===== config.mk =====
export PLATFORM = sky130hd
export DESIGN_NAME = tpi_ctrl
export DESIGN_NICKNAME = d
export VERILOG_FILES = /design/src/hw/rtl/tpi_pkg.sv /design/src/hw/rtl/tpi_ctrl.sv
export SDC_FILE = /design/constraint.sdc
export NUM_CORES = 1
export LEC_CHECK = 0
export ABC_AREA = 1
export BUFFER_PORTS_ARGS = -buffer_cell sky130_fd_sc_hd__buf_2
export CORE_AREA = 2 2 45 47
export CTS_CLUSTER_SIZE = 8
export DETAILED_ROUTE_END_ITERATION = 7
export DIE_AREA = 0 0 47 49
export GPL_ROUTABILITY_DRIVEN = 0
export PLACE_DENSITY_LB_ADDON = 0.12
export SYNTH_ARGS = -nofsm -noshare
export SYNTH_HDL_FRONTEND = slang
export SYNTH_SLANG_ARGS = --single-unit

===== constraint.sdc =====
create_clock -name clk -period 1.2 [get_ports clk]
set_input_delay 0.12 -clock clk [delete_from_list [all_inputs] [get_ports clk]]
set_output_delay 0.12 -clock clk [all_outputs]
set_load 0.01 [all_outputs]

===== src/hw/rtl/tpi_pkg.sv =====
// Shared types, codes and widths of the table polynomial interpolator.
package tpi_pkg;

	localparam int TABLE_DEPTH_DEF = 256;
	localparam int MAX_POINTS_DEF  = 8;

	localparam int DATA_W     = 32;
	localparam int ENTRY_W    = 8;
	localparam int TS_W       = 9;
	localparam int IP_W       = 4;
	localparam int STATUS_W   = 2;
	localparam int CFG_IDX_W  = 1;
	localparam int CFG_DATA_W = 9;

	// Internal arithmetic: values are held to +-(2^46 - 1) in 48-bit registers.
	localparam int FRAC   = 16;
	localparam int H_W    = 33;
	localparam int VAL_W  = 48;
	localparam int QMAG_W = 46;
	localparam int DEN_W  = 33;
	localparam int DIV_W  = QMAG_W + FRAC;
	localparam int HALF_W = 23;
	localparam int PP_W   = H_W + HALF_W;
	localparam int ACC_W  = H_W + QMAG_W;

	localparam logic signed [VAL_W-1:0] SAT_LIM = 48'sh3FFF_FFFF_FFFF;

	localparam logic [2:0] MUL_LAST = 3'd4;

	typedef enum logic [STATUS_W-1:0] {
		STAT_OK       = 2'd0,
		STAT_BAD_SIZE = 2'd1,
		STAT_DUP_X    = 2'd2
	} status_code_t;

	typedef enum logic [CFG_IDX_W-1:0] {
		CFG_TABLE_SIZE    = 1'b0,
		CFG_INTERP_POINTS = 1'b1
	} cfg_reg_t;

	typedef enum logic [4:0] {
		OP_NONE,
		OP_LOAD,
		OP_QUERY,
		OP_BAD,
		OP_RD_FIRST,
		OP_RD_LAST,
		OP_ASC,
		OP_BIS_RD,
		OP_BIS_UPD,
		OP_WIN,
		OP_LD_RD,
		OP_LD_WR,
		OP_NV_START,
		OP_NV_Q,
		OP_NV_MUL,
		OP_NV_WR,
		OP_NV_DY,
		OP_FINISH
	} op_t;

	typedef enum logic [3:0] {
		ST_IDLE,
		ST_RD_FIRST,
		ST_RD_LAST,
		ST_ASC,
		ST_BIS,
		ST_BIS_CMP,
		ST_LD_RD,
		ST_LD_WR,
		ST_NV_START,
		ST_NV_DIV,
		ST_NV_MUL,
		ST_NV_WR,
		ST_NV_DY,
		ST_FIN
	} state_t;

	typedef struct packed {
		logic size_bad;
		logic bis_more;
		logic dup;
		logic ld_last;
		logic div_busy;
		logic mul_last;
		logic row_last;
		logic nv_last;
		logic out_free;
	} flags_t;

endpackage


===== src/hw/rtl/tpi_ctrl.sv =====
// Controller state machine that sequences search, window load and tableau.
module tpi_ctrl (
	input  logic            clk,
	input  logic            arst_n,
	input  logic            in_valid,
	input  logic            func,
	output logic            in_ready,
	input  tpi_pkg::flags_t flags,
	output tpi_pkg::op_t    op
);
	import tpi_pkg::*;

	state_t state_q, state_d;

	always_ff @(posedge clk or negedge arst_n) begin
		if (!arst_n) begin
			state_q <= ST_IDLE;
		end else begin
			state_q <= state_d;
		end
	end

	always_comb begin
		state_d  = state_q;
		op       = OP_NONE;
		in_ready = 1'b0;
		case (state_q)
			ST_IDLE: begin
				in_ready = 1'b1;
				if (in_valid) begin
					if (func) begin
						op      = OP_QUERY;
						state_d = ST_RD_FIRST;
					end else begin
						op = OP_LOAD;
					end
				end
			end
			ST_RD_FIRST: begin
				if (flags.size_bad) begin
					op      = OP_BAD;
					state_d = ST_FIN;
				end else begin
					op      = OP_RD_FIRST;
					state_d = ST_RD_LAST;
				end
			end
			ST_RD_LAST: begin
				op      = OP_RD_LAST;
				state_d = ST_ASC;
			end
			ST_ASC: begin
				op      = OP_ASC;
				state_d = ST_BIS;
			end
			ST_BIS: begin
				if (flags.bis_more) begin
					op      = OP_BIS_RD;
					state_d = ST_BIS_CMP;
				end else begin
					op      = OP_WIN;
					state_d = ST_LD_RD;
				end
			end
			ST_BIS_CMP: begin
				op      = OP_BIS_UPD;
				state_d = ST_BIS;
			end
			ST_LD_RD: begin
				op      = OP_LD_RD;
				state_d = ST_LD_WR;
			end
			ST_LD_WR: begin
				op = OP_LD_WR;
				if (flags.dup) begin
					state_d = ST_FIN;
				end else if (flags.ld_last) begin
					state_d = ST_NV_START;
				end else begin
					state_d = ST_LD_RD;
				end
			end
			ST_NV_START: begin
				op      = OP_NV_START;
				state_d = ST_NV_DIV;
			end
			ST_NV_DIV: begin
				if (!flags.div_busy) begin
					op      = OP_NV_Q;
					state_d = ST_NV_MUL;
				end
			end
			ST_NV_MUL: begin
				op = OP_NV_MUL;
				if (flags.mul_last) begin
					state_d = ST_NV_WR;
				end
			end
			ST_NV_WR: begin
				op      = OP_NV_WR;
				state_d = flags.row_last ? ST_NV_DY : ST_NV_START;
			end
			ST_NV_DY: begin
				op      = OP_NV_DY;
				state_d = flags.nv_last ? ST_FIN : ST_NV_START;
			end
			ST_FIN: begin
				if (flags.out_free) begin
					op      = OP_FINISH;
					state_d = ST_IDLE;
				end
			end
			default: begin
				state_d = ST_IDLE;
			end
		endcase
	end

	a_ready_idle: assert property (@(posedge clk) disable iff (!arst_n)
		(in_valid && in_ready && func) |=> (state_q == ST_RD_FIRST))
		else $error("query request did not start a search");

	a_load_stay: assert property (@(posedge clk) disable iff (!arst_n)
		(in_valid && in_ready && !func) |=> (state_q == ST_IDLE))
		else $error("load request left the idle state");

endmodule


==> results.sh, run 1 <==
export IMPL_cell_internal_pwr_mw=1.501
export IMPL_m1WireLength_um=940
export IMPL_cts_buffers_inserted=3
export IMPL_clock_latency_ns=0.24
export IMPL_layout_drive_gt1_share_pct=57.05
export IMPL_fin_crit_ns=1.598
export IMPL_yosys_area_share_adder_pct=0
export IMPL_netSwitchingFraction_pct=47.87
export IMPL_violations="negative setup slack"
export IMPL_worstPathCellList="buf_6 -> nand2_4 -> buf_6 -> a211o_1 -> nand4_1 -> buf_2"
export IMPL_grt_start_max_net_pins=7
export IMPL_timing_critical_path_max_delay_family="flip-flops"
export IMPL_arrival_ns=1.48
export IMPL_combPwrFrac_pct=81.1
export IMPL_finish_net_count=164
export IMPL_net_count_of_the_mapped_netlist=108
export IMPL_post_synth_main_area_contributors="nand2_1 (22%), dfrtp_1 (19%), nand3_1 (14%), inv_1 (8.6%), nor2_2 (6.0%)"
export IMPL_detail_route_first_pass_iterations=4
export IMPL_cts_path_max_buffers=2
export IMPL_grt_total_usage_pct=20.11
export IMPL_power_sequential_fraction_pct=12.9
export IMPL_largest_register="state_q"
export IMPL_vias_in_the_first_global_route=840
export IMPL_antenna_diode_count=0
export IMPL_startpoint_type_of_the_worst_setup_path="register"
export IMPL_critical_path_endpoint_type="output port"
export IMPL_number_of_enable_type_register_cells_in_the_synthesized_netlist=0
export IMPL_initial_detailed_routing_violation_count=9
export IMPL_largest_register_ffs=4
export IMPL_crit_path_max_fanout=6
export IMPL_routed_wl_met2_um=1096
export IMPL_synthesis_instances=95
export IMPL_reg2reg_to="state_q[0]"
export IMPL_ir_drop_mv=1.281
export IMPL_synthSimpleGateAreaFrac_pct=60.14
export IMPL_outcome="finished, violations left"
export IMPL_placement_io_buffers=18
export IMPL_synth_xor_area_share_pct=0
export IMPL_clock_skew_final_ns=0.002274
export IMPL_layout_area_overhead_vs_synth_pct=100.7
export IMPL_route_detailed_wl_per_inst_um=12.35
export IMPL_yosys_warnings=0
export IMPL_power_frac_clock_pct=6.1
export IMPL_maxSlewViolCount=0
export IMPL_numClockSinks=4
export IMPL_rr_worst_depth=10
export IMPL_ys_dominant_reg_cell="dfrtp_1"
export IMPL_routed_via_density=4.778
export IMPL_ctsHtreeMaxLevel=1
export IMPL_tritoncts_clock_tree="yes"
export IMPL_max_clock_freq_mhz=625.7
export IMPL_postLayoutSetupSlackWorst_ns=-0.3982
export IMPL_critPathMostFrequentCell="buf_6"
export IMPL_power_leakage_nw=0.5688
export IMPL_synth_top_family_by_area="simple AND/OR/NAND/NOR gates"
export IMPL_syn_cell_area_um2=524.3
export IMPL_fp_row_count=16
export IMPL_worst_path_buf_inv=3
export IMPL_synth_top_cells_by_count="nand2_1 (31), nand3_1 (15), inv_1 (12)"
export IMPL_critical_path_s_slowest_cell="dfrtp_2"
export IMPL_clkSlewWorstSetupHoldPaths_ns=0.04
export IMPL_pre_cts_ws_ns=-0.2568
export IMPL_totalWireLength_um=2174
export IMPL_synth_seq_cells=4
export IMPL_path_class="reg2out"
export IMPL_met3WireLength_um=78
export IMPL_global_route_overflow_total=0
export IMPL_grt_first_pass_wirelength_um=3429
export IMPL_drc=0
export IMPL_power_total_mw=2.879
export IMPL_cts_root_buffer_cell="clkbuf_4"
export IMPL_ff2ff_setup_slack_ns=-0.24
export IMPL_dieHeight_um=49
export IMPL_highest_layer="met4"
export IMPL_synth_mux_area_share_pct=0
export IMPL_yosys_area_top_type_share_pct=22.20
export IMPL_dieArea_mm2=0.002303
export IMPL_ys_types=17
export IMPL_hpwl_um=1521
export IMPL_core_mm2=0.001842
export IMPL_vias=841
export IMPL_max_cap_violations=0
export IMPL_antenna_found_initial=0
export IMPL_timing_hold_worst_class="in2async"
export IMPL_largestRegisters="state_q x4"
export IMPL_synthesis_area_per_instance_um2=5.518
export IMPL_fin_crit_sh_pct=133.2
export IMPL_switchingPower_mw=1.378
export IMPL_postRouteAntennaNets=0
export IMPL_power_density_mw_per_mm2=2736
export IMPL_synth_top_cell_by_area="nand2_1"
export IMPL_crit_path_max_incr_delay_ns=0.46
export IMPL_hold_violations=0
export IMPL_finalSetupViolCount=10
export IMPL_boundaryPins=19
export IMPL_post_synthesis_sequential_area_ratio_pct=19.09
export IMPL_synth_compound_area_share_pct=11.46
export IMPL_worst_slew_pin_transition_ns=0.2746
export IMPL_worst_endpoint_required_ns=1.08
export IMPL_relSlewSlack_pct=81.50
export IMPL_grt_setup_unrepaired="yes"
export IMPL_synthArstFlopShare_pct=100.0
export IMPL_hold_slack_ns=0.2394
export IMPL_die_w_um=47
export IMPL_r2r_start="state_q[3]"
export IMPL_synthMostInstantiatedCell="nand2_1"
export IMPL_initial_util_pct=28.46
## cell families (layout without fill, tap and decap cells)
| logic type | after synthesis | in the layout |
|---|---|---|
| AND/OR/NAND/NOR | 68 | 68 |
| AO/OA/AOI/OAI | 10 | 10 |
| buffers and inverters | 13 | 67 |
| flip-flops | 4 | 4 |
## layout by cell type, fill, tap and decap left out, types with 4 or more instances in the layout
master	count
o21ai_0	4
nor2_4	6
inv_1	8
nand2_2	5
dfrtp_2	4
nand3_1	12
buf_6	7
buf_4	25
nor2_1	5
inv_2	4
nand2_1	23
buf_2	18
## power by group through the flow
stage | Clock [mW] | Sequential (mW) | Combinational, mW
floorplan | 0 | 0.306 | 0.880
global placement | 0 | 0.324 | 1.67
detailed placement | 0 | 0.330 | 1.65
CTS | 0.176 | 0.357 | 2.06
global route | 0.190 | 0.384 | 2.52
finish | 0.176 | 0.370 | 2.33
## stage by stage
step | TNS (ns) | std cells | area (um2) | util [%]
2_1_floorplan | 0 | 95 | 529.3 | -
3_3_place_gp | -1.491 | 161 | 810.8 | 44.02
3_5_place_dp | -1.430 | 161 | 810.8 | 44.02
4_1_cts | -2.358 | 173 | 977.2 | 53.06
5_1_grt | -3.351 | 176 | 1052 | 57.13
6_report | -2.734 | 176 | 1052 | 57.13
## area by class of cell
| type | count | area [um2] |
|---|---|---|
| inverters | 13 | 51.30 |
| well taps | 27 | 33.78 |
| repair buffers | 51 | 366.6 |
| fillers | 179 | 789.5 |
| flip-flops and latches | 4 | 105.1 |
| clock buffers | 3 | 22.52 |
| multi-input cells | 78 | 473.0 |
## layer usage
| metal | GRT usage (%) | up-vias |
|---|---|---|
| met5 | 0 | - |
| met4 | 8.796 | 0 |
| met3 | 3.704 | 9 |
| met2 | 32.42 | 30 |
| met1 | 25.06 | 377 |
| li1 | - | 425 |
## worst max path at each step
stage                    start  endpoint  cells after the start
finish              state_q[3]     op[3]                      6
global placement    state_q[3]     op[1]                      6
CTS                 state_q[2]     op[0]                      7
global route        state_q[3]     op[0]                      7
detailed placement  state_q[3]     op[1]                      6
floorplan           state_q[3]     op[1]                      5
## what timing repair did
action | in CTS | in global routing
buffers inserted | 8 | 4
hold buffers | 1 | 0
hold endpoints to repair | 4 | 0
pin swaps | 8 | 9
resized for setup | 25 | 17
setup endpoints to repair | 10 | 10
## worst register-to-register path, stage by stage (launching register included)
cell	delay, ns
dfrtp_2	0.47
buf_6	0.15
nand2_1	0.12
inv_2	0.08
buf_4	0.13
nand3_1	0.06
nand2_1	0.07
nor2_1	0.08
nand2_1	0.06
nand2_1	0.06
nand2_1	0.04
Note: power is estimated with default switching activity, not from simulation.
==> inputs of run 2 (changes only) <==
--- a/config.mk
+++ b/config.mk
@@ -7,10 +7,13 @@
 export LEC_CHECK = 0
 export ABC_AREA = 1
 export BUFFER_PORTS_ARGS = -buffer_cell sky130_fd_sc_hd__buf_2
-export CORE_AREA = 2 2 45 47
+export CAP_MARGIN = 10
+export CELL_PAD_IN_SITES_DETAIL_PLACEMENT = 0
+export CELL_PAD_IN_SITES_GLOBAL_PLACEMENT = 2
+export CORE_AREA = 2 2 55 57
 export CTS_CLUSTER_SIZE = 8
 export DETAILED_ROUTE_END_ITERATION = 7
-export DIE_AREA = 0 0 47 49
+export DIE_AREA = 0 0 57 59
 export GPL_ROUTABILITY_DRIVEN = 0
 export PLACE_DENSITY_LB_ADDON = 0.12
 export SYNTH_ARGS = -nofsm -noshare
==> run 2 against run 1 <==
  * The run still ends with negative setup slack left
  * Setup slack gained 0.015 ns
  * Sequential power shrank 5.4%
  * Via count shrank 5.1%
  * Critical path type unchanged
==> results.sh, run 2 (synthesis results as in run 1) <==
export IMPL_ctsHtreeMaxLevel=1
export IMPL_power_leakage_nw=0.5389
export IMPL_path_class="reg2out"
export IMPL_boundaryPins=19
export IMPL_mostFrequentLayoutCell="buf_4"
export IMPL_drc=0
export IMPL_dp_cells=164
export IMPL_finish_net_count=161
export IMPL_switchingPower_mw=1.233
export IMPL_dieArea_mm2=0.003363
export IMPL_global_route_overflow_total=0
export IMPL_timing_hold_worst_class="in2async"
export IMPL_detail_route_first_pass_iterations=4
export IMPL_clkSlewWorstSetupHoldPaths_ns=0.04
export IMPL_largest_register_ffs=4
export IMPL_grt_setup_unrepaired="yes"
export IMPL_postRouteAntennaNets=0
export IMPL_worst_endpoint_required_ns=1.08
export IMPL_antenna_diode_count=0
export IMPL_relSlewSlack_pct=85.42
export IMPL_cts_root_buffer_cell="clkbuf_4"
export IMPL_power_frac_clock_pct=6.8
export IMPL_ir_drop_mv=0.9426
export IMPL_grt_total_usage_pct=14.42
export IMPL_max_cap_violations=0
export IMPL_layout_drive_gt1_share_pct=50.00
export IMPL_clock_latency_ns=0.24
export IMPL_die_w_um=57
export IMPL_antenna_found_initial=0
export IMPL_grt_first_pass_wirelength_um=3650
export IMPL_hold_violations=0
export IMPL_placement_io_buffers=18
export IMPL_final_cells=177
export IMPL_vias_in_the_first_global_route=857
export IMPL_numClockSinks=4
export IMPL_fp_row_count=19
export IMPL_startpoint_type_of_the_worst_setup_path="register"
export IMPL_netSwitchingFraction_pct=48.41
export IMPL_ff_latch_area_um2=103.9
export IMPL_rr_worst_depth=9
export IMPL_dieHeight_um=59
export IMPL_max_clock_freq_mhz=631.5
export IMPL_vias=798
export IMPL_ff2ff_setup_slack_ns=-0.32
export IMPL_layout_area_overhead_vs_synth_pct=86.63
export IMPL_final_core_util_pct=36.10
export IMPL_mostFrequentLayoutCells="buf_4 (26), nand2_1 (25), buf_2 (18)"
export IMPL_clock_skew_final_ns=0.002398
export IMPL_power_sequential_fraction_pct=13.7
export IMPL_cts_buffers_inserted=3
export IMPL_core_mm2=0.002710
export IMPL_fillCellCount=325
export IMPL_totalWireLength_um=2082
export IMPL_fin_crit_ns=1.584
export IMPL_maxSlewViolCount=0
export IMPL_outcome="finished, violations left"
export IMPL_combPwrFrac_pct=79.4
export IMPL_power_density_mw_per_mm2=2603
export IMPL_initial_detailed_routing_violation_count=17
export IMPL_critical_path_endpoint_type="output port"
export IMPL_cts_path_max_buffers=2
export IMPL_route_detailed_wl_per_inst_um=11.76
export IMPL_initial_util_pct=19.34
export IMPL_violations="negative setup slack"
export IMPL_postLayoutSetupSlackWorst_ns=-0.3836
export IMPL_tritoncts_clock_tree="yes"
export IMPL_largestRegisters="state_q x4"
export IMPL_largest_register="state_q"
export IMPL_arrival_ns=1.46
export IMPL_cell_internal_pwr_mw=1.314
export IMPL_crit_path_max_fanout=3
export IMPL_multiInputGateArea_um2=432.9
export IMPL_hpwl_um=1639
export IMPL_fin_crit_sh_pct=132.0
export IMPL_grt_start_max_net_pins=7
export IMPL_worst_slew_pin_transition_ns=0.2180
export IMPL_finalSetupViolCount=10
export IMPL_routed_via_density=4.508
==> run 2: cell count changes in the layout (fill, tap and decap cells not counted), sizes merged <==
| cell | change |
|---|---|
| buf | -3 |
==> run 2: cell type report <==
| class | instances | area share, % |
|---|---|---|
| multi-input combinational | 78 | 44.25 |
| timing repair buffer | 48 | 33.63 |
| sequential | 4 | 10.61 |
| inverter | 13 | 5.243 |
| tap | 31 | 3.964 |
| clock buffer | 3 | 2.302 |
==> run 2: through the flow <==
stage | hold WS [ns] | power (mW) | TNS [ns] | worst slack, ns | cell area [um2]
2_1_floorplan | -0.1756 | 1.186 | 0 | 0.007573 | 529.3
3_3_place_gp | -0.06879 | 1.981 | -1.789 | -0.2346 | 808.3
3_5_place_dp | -0.07054 | 1.959 | -1.681 | -0.2383 | 808.3
4_1_cts | 0.2158 | 2.540 | -3.037 | -0.3845 | 970.9
5_1_grt | 0.2434 | 2.800 | -3.966 | -0.4898 | 978.4
6_report | 0.2136 | 2.547 | -2.933 | -0.3836 | 978.4
==> run 2: power groups by stage <==
| stage | Combinational, mW | Clock [mW] | Sequential (mW) |
|---|---|---|---|
| floorplan | 0.880 | 0 | 0.306 |
| global placement | 1.68 | 0 | 0.303 |
| detailed placement | 1.66 | 0 | 0.304 |
| CTS | 2.01 | 0.181 | 0.348 |
| global route | 2.25 | 0.191 | 0.354 |
| finish | 2.02 | 0.174 | 0.350 |
==> run 2: path summary, 6_finish.rpt <==
path	end	start
min in group clk	state_q[2]	flags[2]
max	op[0]	state_q[3]
min reg2reg	state_q[0]	state_q[0]
max reg2reg	state_q[3]	state_q[1]
min	state_q[3]	arst_n
max in group asynchronous	state_q[2]	arst_n
==> run 2: metal layers <==
metal	wire length (um)	global-route usage, %
met1	928	18.34
met2	996	23.65
met3	124	3.930
met4	31	4.983
met5	0	0
==> run 2: critical path, stage by stage, from the launching register on <==
cell,delay (ns)
dfrtp_1,0.42
buf_4,0.16
inv_2,0.06
nand2_1,0.08
nor2_1,0.20
nor3_2,0.08
nand4_1,0.09
buf_2,0.13
==> run 2: repair_timing <==
item | in CTS | in global routing
pin swaps | 10 | 2
hold buffers | 1 | 0
setup endpoints to repair | 10 | 10
buffers inserted | 8 | 1
resized for setup | 25 | 0
endpoints found under the hold margin | 4 | 0
==> inputs of run 3 (changes only) <==
--- a/config.mk
+++ b/config.mk
@@ -16,6 +16,7 @@
 export DIE_AREA = 0 0 57 59
 export GPL_ROUTABILITY_DRIVEN = 0
 export PLACE_DENSITY_LB_ADDON = 0.12
+export SETUP_SLACK_MARGIN = 0.5
 export SYNTH_ARGS = -nofsm -noshare
 export SYNTH_HDL_FRONTEND = slang
 export SYNTH_SLANG_ARGS = --single-unit
==> run 3 against run 2 <==
  * The flow still finishes with violations (negative setup slack)
  * Register-to-register slack lost 0.03 ns
  * Critical path depth is the same
  * Power grew 28%
  * Combinational power grew 33%
  * Clock power is essentially flat
  * Clock skew grew 0.00077 ns
  * Non-clock buffer count grew 12
  * Critical endpoint unchanged
  * Largest cell class unchanged
  * Largest power group unchanged
  * Highest routed layer unchanged
==> results.sh, run 3 (synthesis results as in run 1) <==
export IMPL_detail_route_first_pass_iterations=3
export IMPL_totalWireLength_um=2259
export IMPL_layout_drive_gt1_share_pct=64.56
export IMPL_mostFrequentLayoutCells="buf_4 (34), nand2_1 (19), buf_2 (17)"
export IMPL_tritoncts_clock_tree="yes"
export IMPL_r2r_start="state_q[3]"
export IMPL_route_detailed_wl_per_inst_um=11.95
export IMPL_largestRegisters="state_q x4"
export IMPL_boundaryPins=19
export IMPL_finish_net_count=173
export IMPL_critical_path_endpoint_type="output port"
export IMPL_hold_violations=0
export IMPL_power_density_mw_per_mm2=2741
export IMPL_startpoint_type_of_the_worst_setup_path="register"
export IMPL_antenna_found_initial=0
export IMPL_fin_crit_ns=1.595
export IMPL_dp_cells=166
export IMPL_die_w_um=57
export IMPL_maxSlewViolCount=0
export IMPL_dieHeight_um=59
export IMPL_worst_path_buf_inv=2
export IMPL_worst_slew_pin_transition_ns=0.2919
export IMPL_timing_critical_path_max_delay_family="simple AND/OR/NAND/NOR gates"
export IMPL_cts_buffers_inserted=3
export IMPL_hold_start="flags[2]"
export IMPL_cts_path_max_buffers=2
export IMPL_multiInputGateArea_um2=518.0
export IMPL_drc=0
export IMPL_critical_path_cell_count=7
export IMPL_ctsHtreeMaxLevel=1
export IMPL_arrival_ns=1.47
export IMPL_grt_total_usage_pct=14.07
export IMPL_ff2ff_setup_slack_ns=-0.35
export IMPL_path_class="reg2out"
export IMPL_placement_io_buffers=18
export IMPL_antenna_diode_count=0
export IMPL_power_frac_clock_pct=5.3
export IMPL_pre_cts_ws_ns=-0.1501
export IMPL_timing_critical_path_to="op[0]"
export IMPL_routed_via_density=4.450
export IMPL_power_total_mw=3.248
export IMPL_cts_root_buffer_cell="clkbuf_4"
export IMPL_clkSlewWorstSetupHoldPaths_ns=0.04
export IMPL_cell_internal_pwr_mw=1.764
export IMPL_worstPathCellList="buf_6 -> nor2_2 -> nand2_8 -> nand2_4 -> nor3_4 -> nand4_1 -> buf_2"
export IMPL_layout_area_overhead_vs_synth_pct=126.0
export IMPL_finalSetupViolCount=10
export IMPL_rr_worst_depth=10
export IMPL_fin_crit_sh_pct=132.9
export IMPL_hpwl_um=1590
export IMPL_power_leakage_nw=0.6225
export IMPL_outcome="finished, violations left"
export IMPL_core_mm2=0.002710
export IMPL_postLayoutSetupSlackWorst_ns=-0.3948
export IMPL_fillCellCount=297
export IMPL_critical_path_s_slowest_cell="dfrtp_2"
export IMPL_vias=841
export IMPL_numClockSinks=4
export IMPL_mostFrequentLayoutCell="buf_4"
export IMPL_final_cells=189
export IMPL_fp_row_count=19
export IMPL_grt_setup_unrepaired="yes"
export IMPL_clock_latency_ns=0.24
export IMPL_largest_register="state_q"
export IMPL_postRouteAntennaNets=0
export IMPL_vias_in_the_first_global_route=871
export IMPL_grt_first_pass_wirelength_um=3670
export IMPL_initial_detailed_routing_violation_count=15
export IMPL_reg2reg_to="state_q[1]"
export IMPL_crit_path_max_fanout=5
export IMPL_netSwitchingFraction_pct=45.67
export IMPL_dieArea_mm2=0.003363
export IMPL_largest_register_ffs=4
export IMPL_crit_path_max_incr_delay_ns=0.46
export IMPL_timing_hold_worst_class="in2reg"
export IMPL_grt_start_max_net_pins=8
export IMPL_combPwrFrac_pct=82.9
export IMPL_clock_skew_final_ns=0.003166
export IMPL_ff_latch_area_um2=105.1
export IMPL_max_clock_freq_mhz=627.0
export IMPL_ir_drop_mv=1.109
export IMPL_global_route_overflow_total=0
export IMPL_violations="negative setup slack"
export IMPL_worstSetupStartpoint="state_q[0]"
export IMPL_max_cap_violations=0
export IMPL_switchingPower_mw=1.483
export IMPL_power_sequential_fraction_pct=11.8
export IMPL_initial_util_pct=19.34
export IMPL_worst_endpoint_required_ns=1.08
export IMPL_relSlewSlack_pct=80.47
==> run 3: cell types whose count changed in the layout (fill, tap and decap cells not counted), sizes merged <==
cell | before | now
buf | 47 | 59
==> run 3: area by class of cell <==
| class | instances | share of cell area [%] |
|---|---|---|
| Timing Repair Buffer | 60 | 37.91 |
| Tap cell | 31 | 3.273 |
| Inverter | 13 | 4.329 |
| Clock buffer | 3 | 1.901 |
| Multi-Input combinational cell | 78 | 43.72 |
| Sequential cell | 4 | 8.870 |
==> run 3: timing repair <==
action	CTS	global route
endpoints found under the hold margin	4	0
gates resized for setup	14	22
pin swaps	12	9
setup endpoints to repair	10	10
hold buffers	1	0
buffers inserted	12	7
==> run 3: worst min-delay path by stage <==
| stage | depth (start not counted) | end |
|---|---|---|
| after CTS | 5 | state_q[2] |
| after floorplan | 0 | state_q[0] |
| final | 5 | state_q[2] |
| after detailed placement | 1 | state_q[3] |
| after global routing | 5 | state_q[2] |
| after global placement | 1 | state_q[2] |
==> run 3: layer usage <==
metal / vias to the layer above / track usage [%] / routed length [um]
met5: - / 0 / 0
li1: 440 / - / -
met3: 2 / 4.585 / 102
met1: 381 / 16.25 / 986
met2: 18 / 25.94 / 1162
met4: 0 / 1.993 / 8
==> run 3: power groups by stage <==
| stage | registers [mW] | logic (mW) | clock network, mW |
|---|---|---|---|
| after floorplan | 0.356 | 0.948 | 0 |
| after global placement | 0.369 | 1.80 | 0 |
| after detailed placement | 0.374 | 1.75 | 0 |
| after CTS | 0.364 | 2.16 | 0.181 |
| after global routing | 0.390 | 2.94 | 0.194 |
| final | 0.382 | 2.69 | 0.173 |
==> run 3: through the flow <==
| step | hold slack [ns] | utilization [%] | TNS [ns] | cell area, um2 |
|---|---|---|---|---|
| 6_report | 0.2060 | 43.72 | -3.185 | 1185 |
| 4_1_cts | 0.2094 | 37.86 | -2.974 | 1026 |
| 5_1_grt | 0.2536 | 43.72 | -3.934 | 1185 |
| 3_5_place_dp | -0.07067 | 31.67 | -1.006 | 858.3 |
| 3_3_place_gp | -0.05897 | 31.67 | -1.144 | 858.3 |
| 2_1_floorplan | -0.1756 | - | 0 | 564.3 |
==> run 3: worst reg2reg max path, delay by kind of cell, from the launching register on <==
kind / cells / cell delay (ns)
simple gates: 3 / 0.18
flops: 1 / 0.46
buf+inv: 6 / 0.70
compound gates: 1 / 0.10
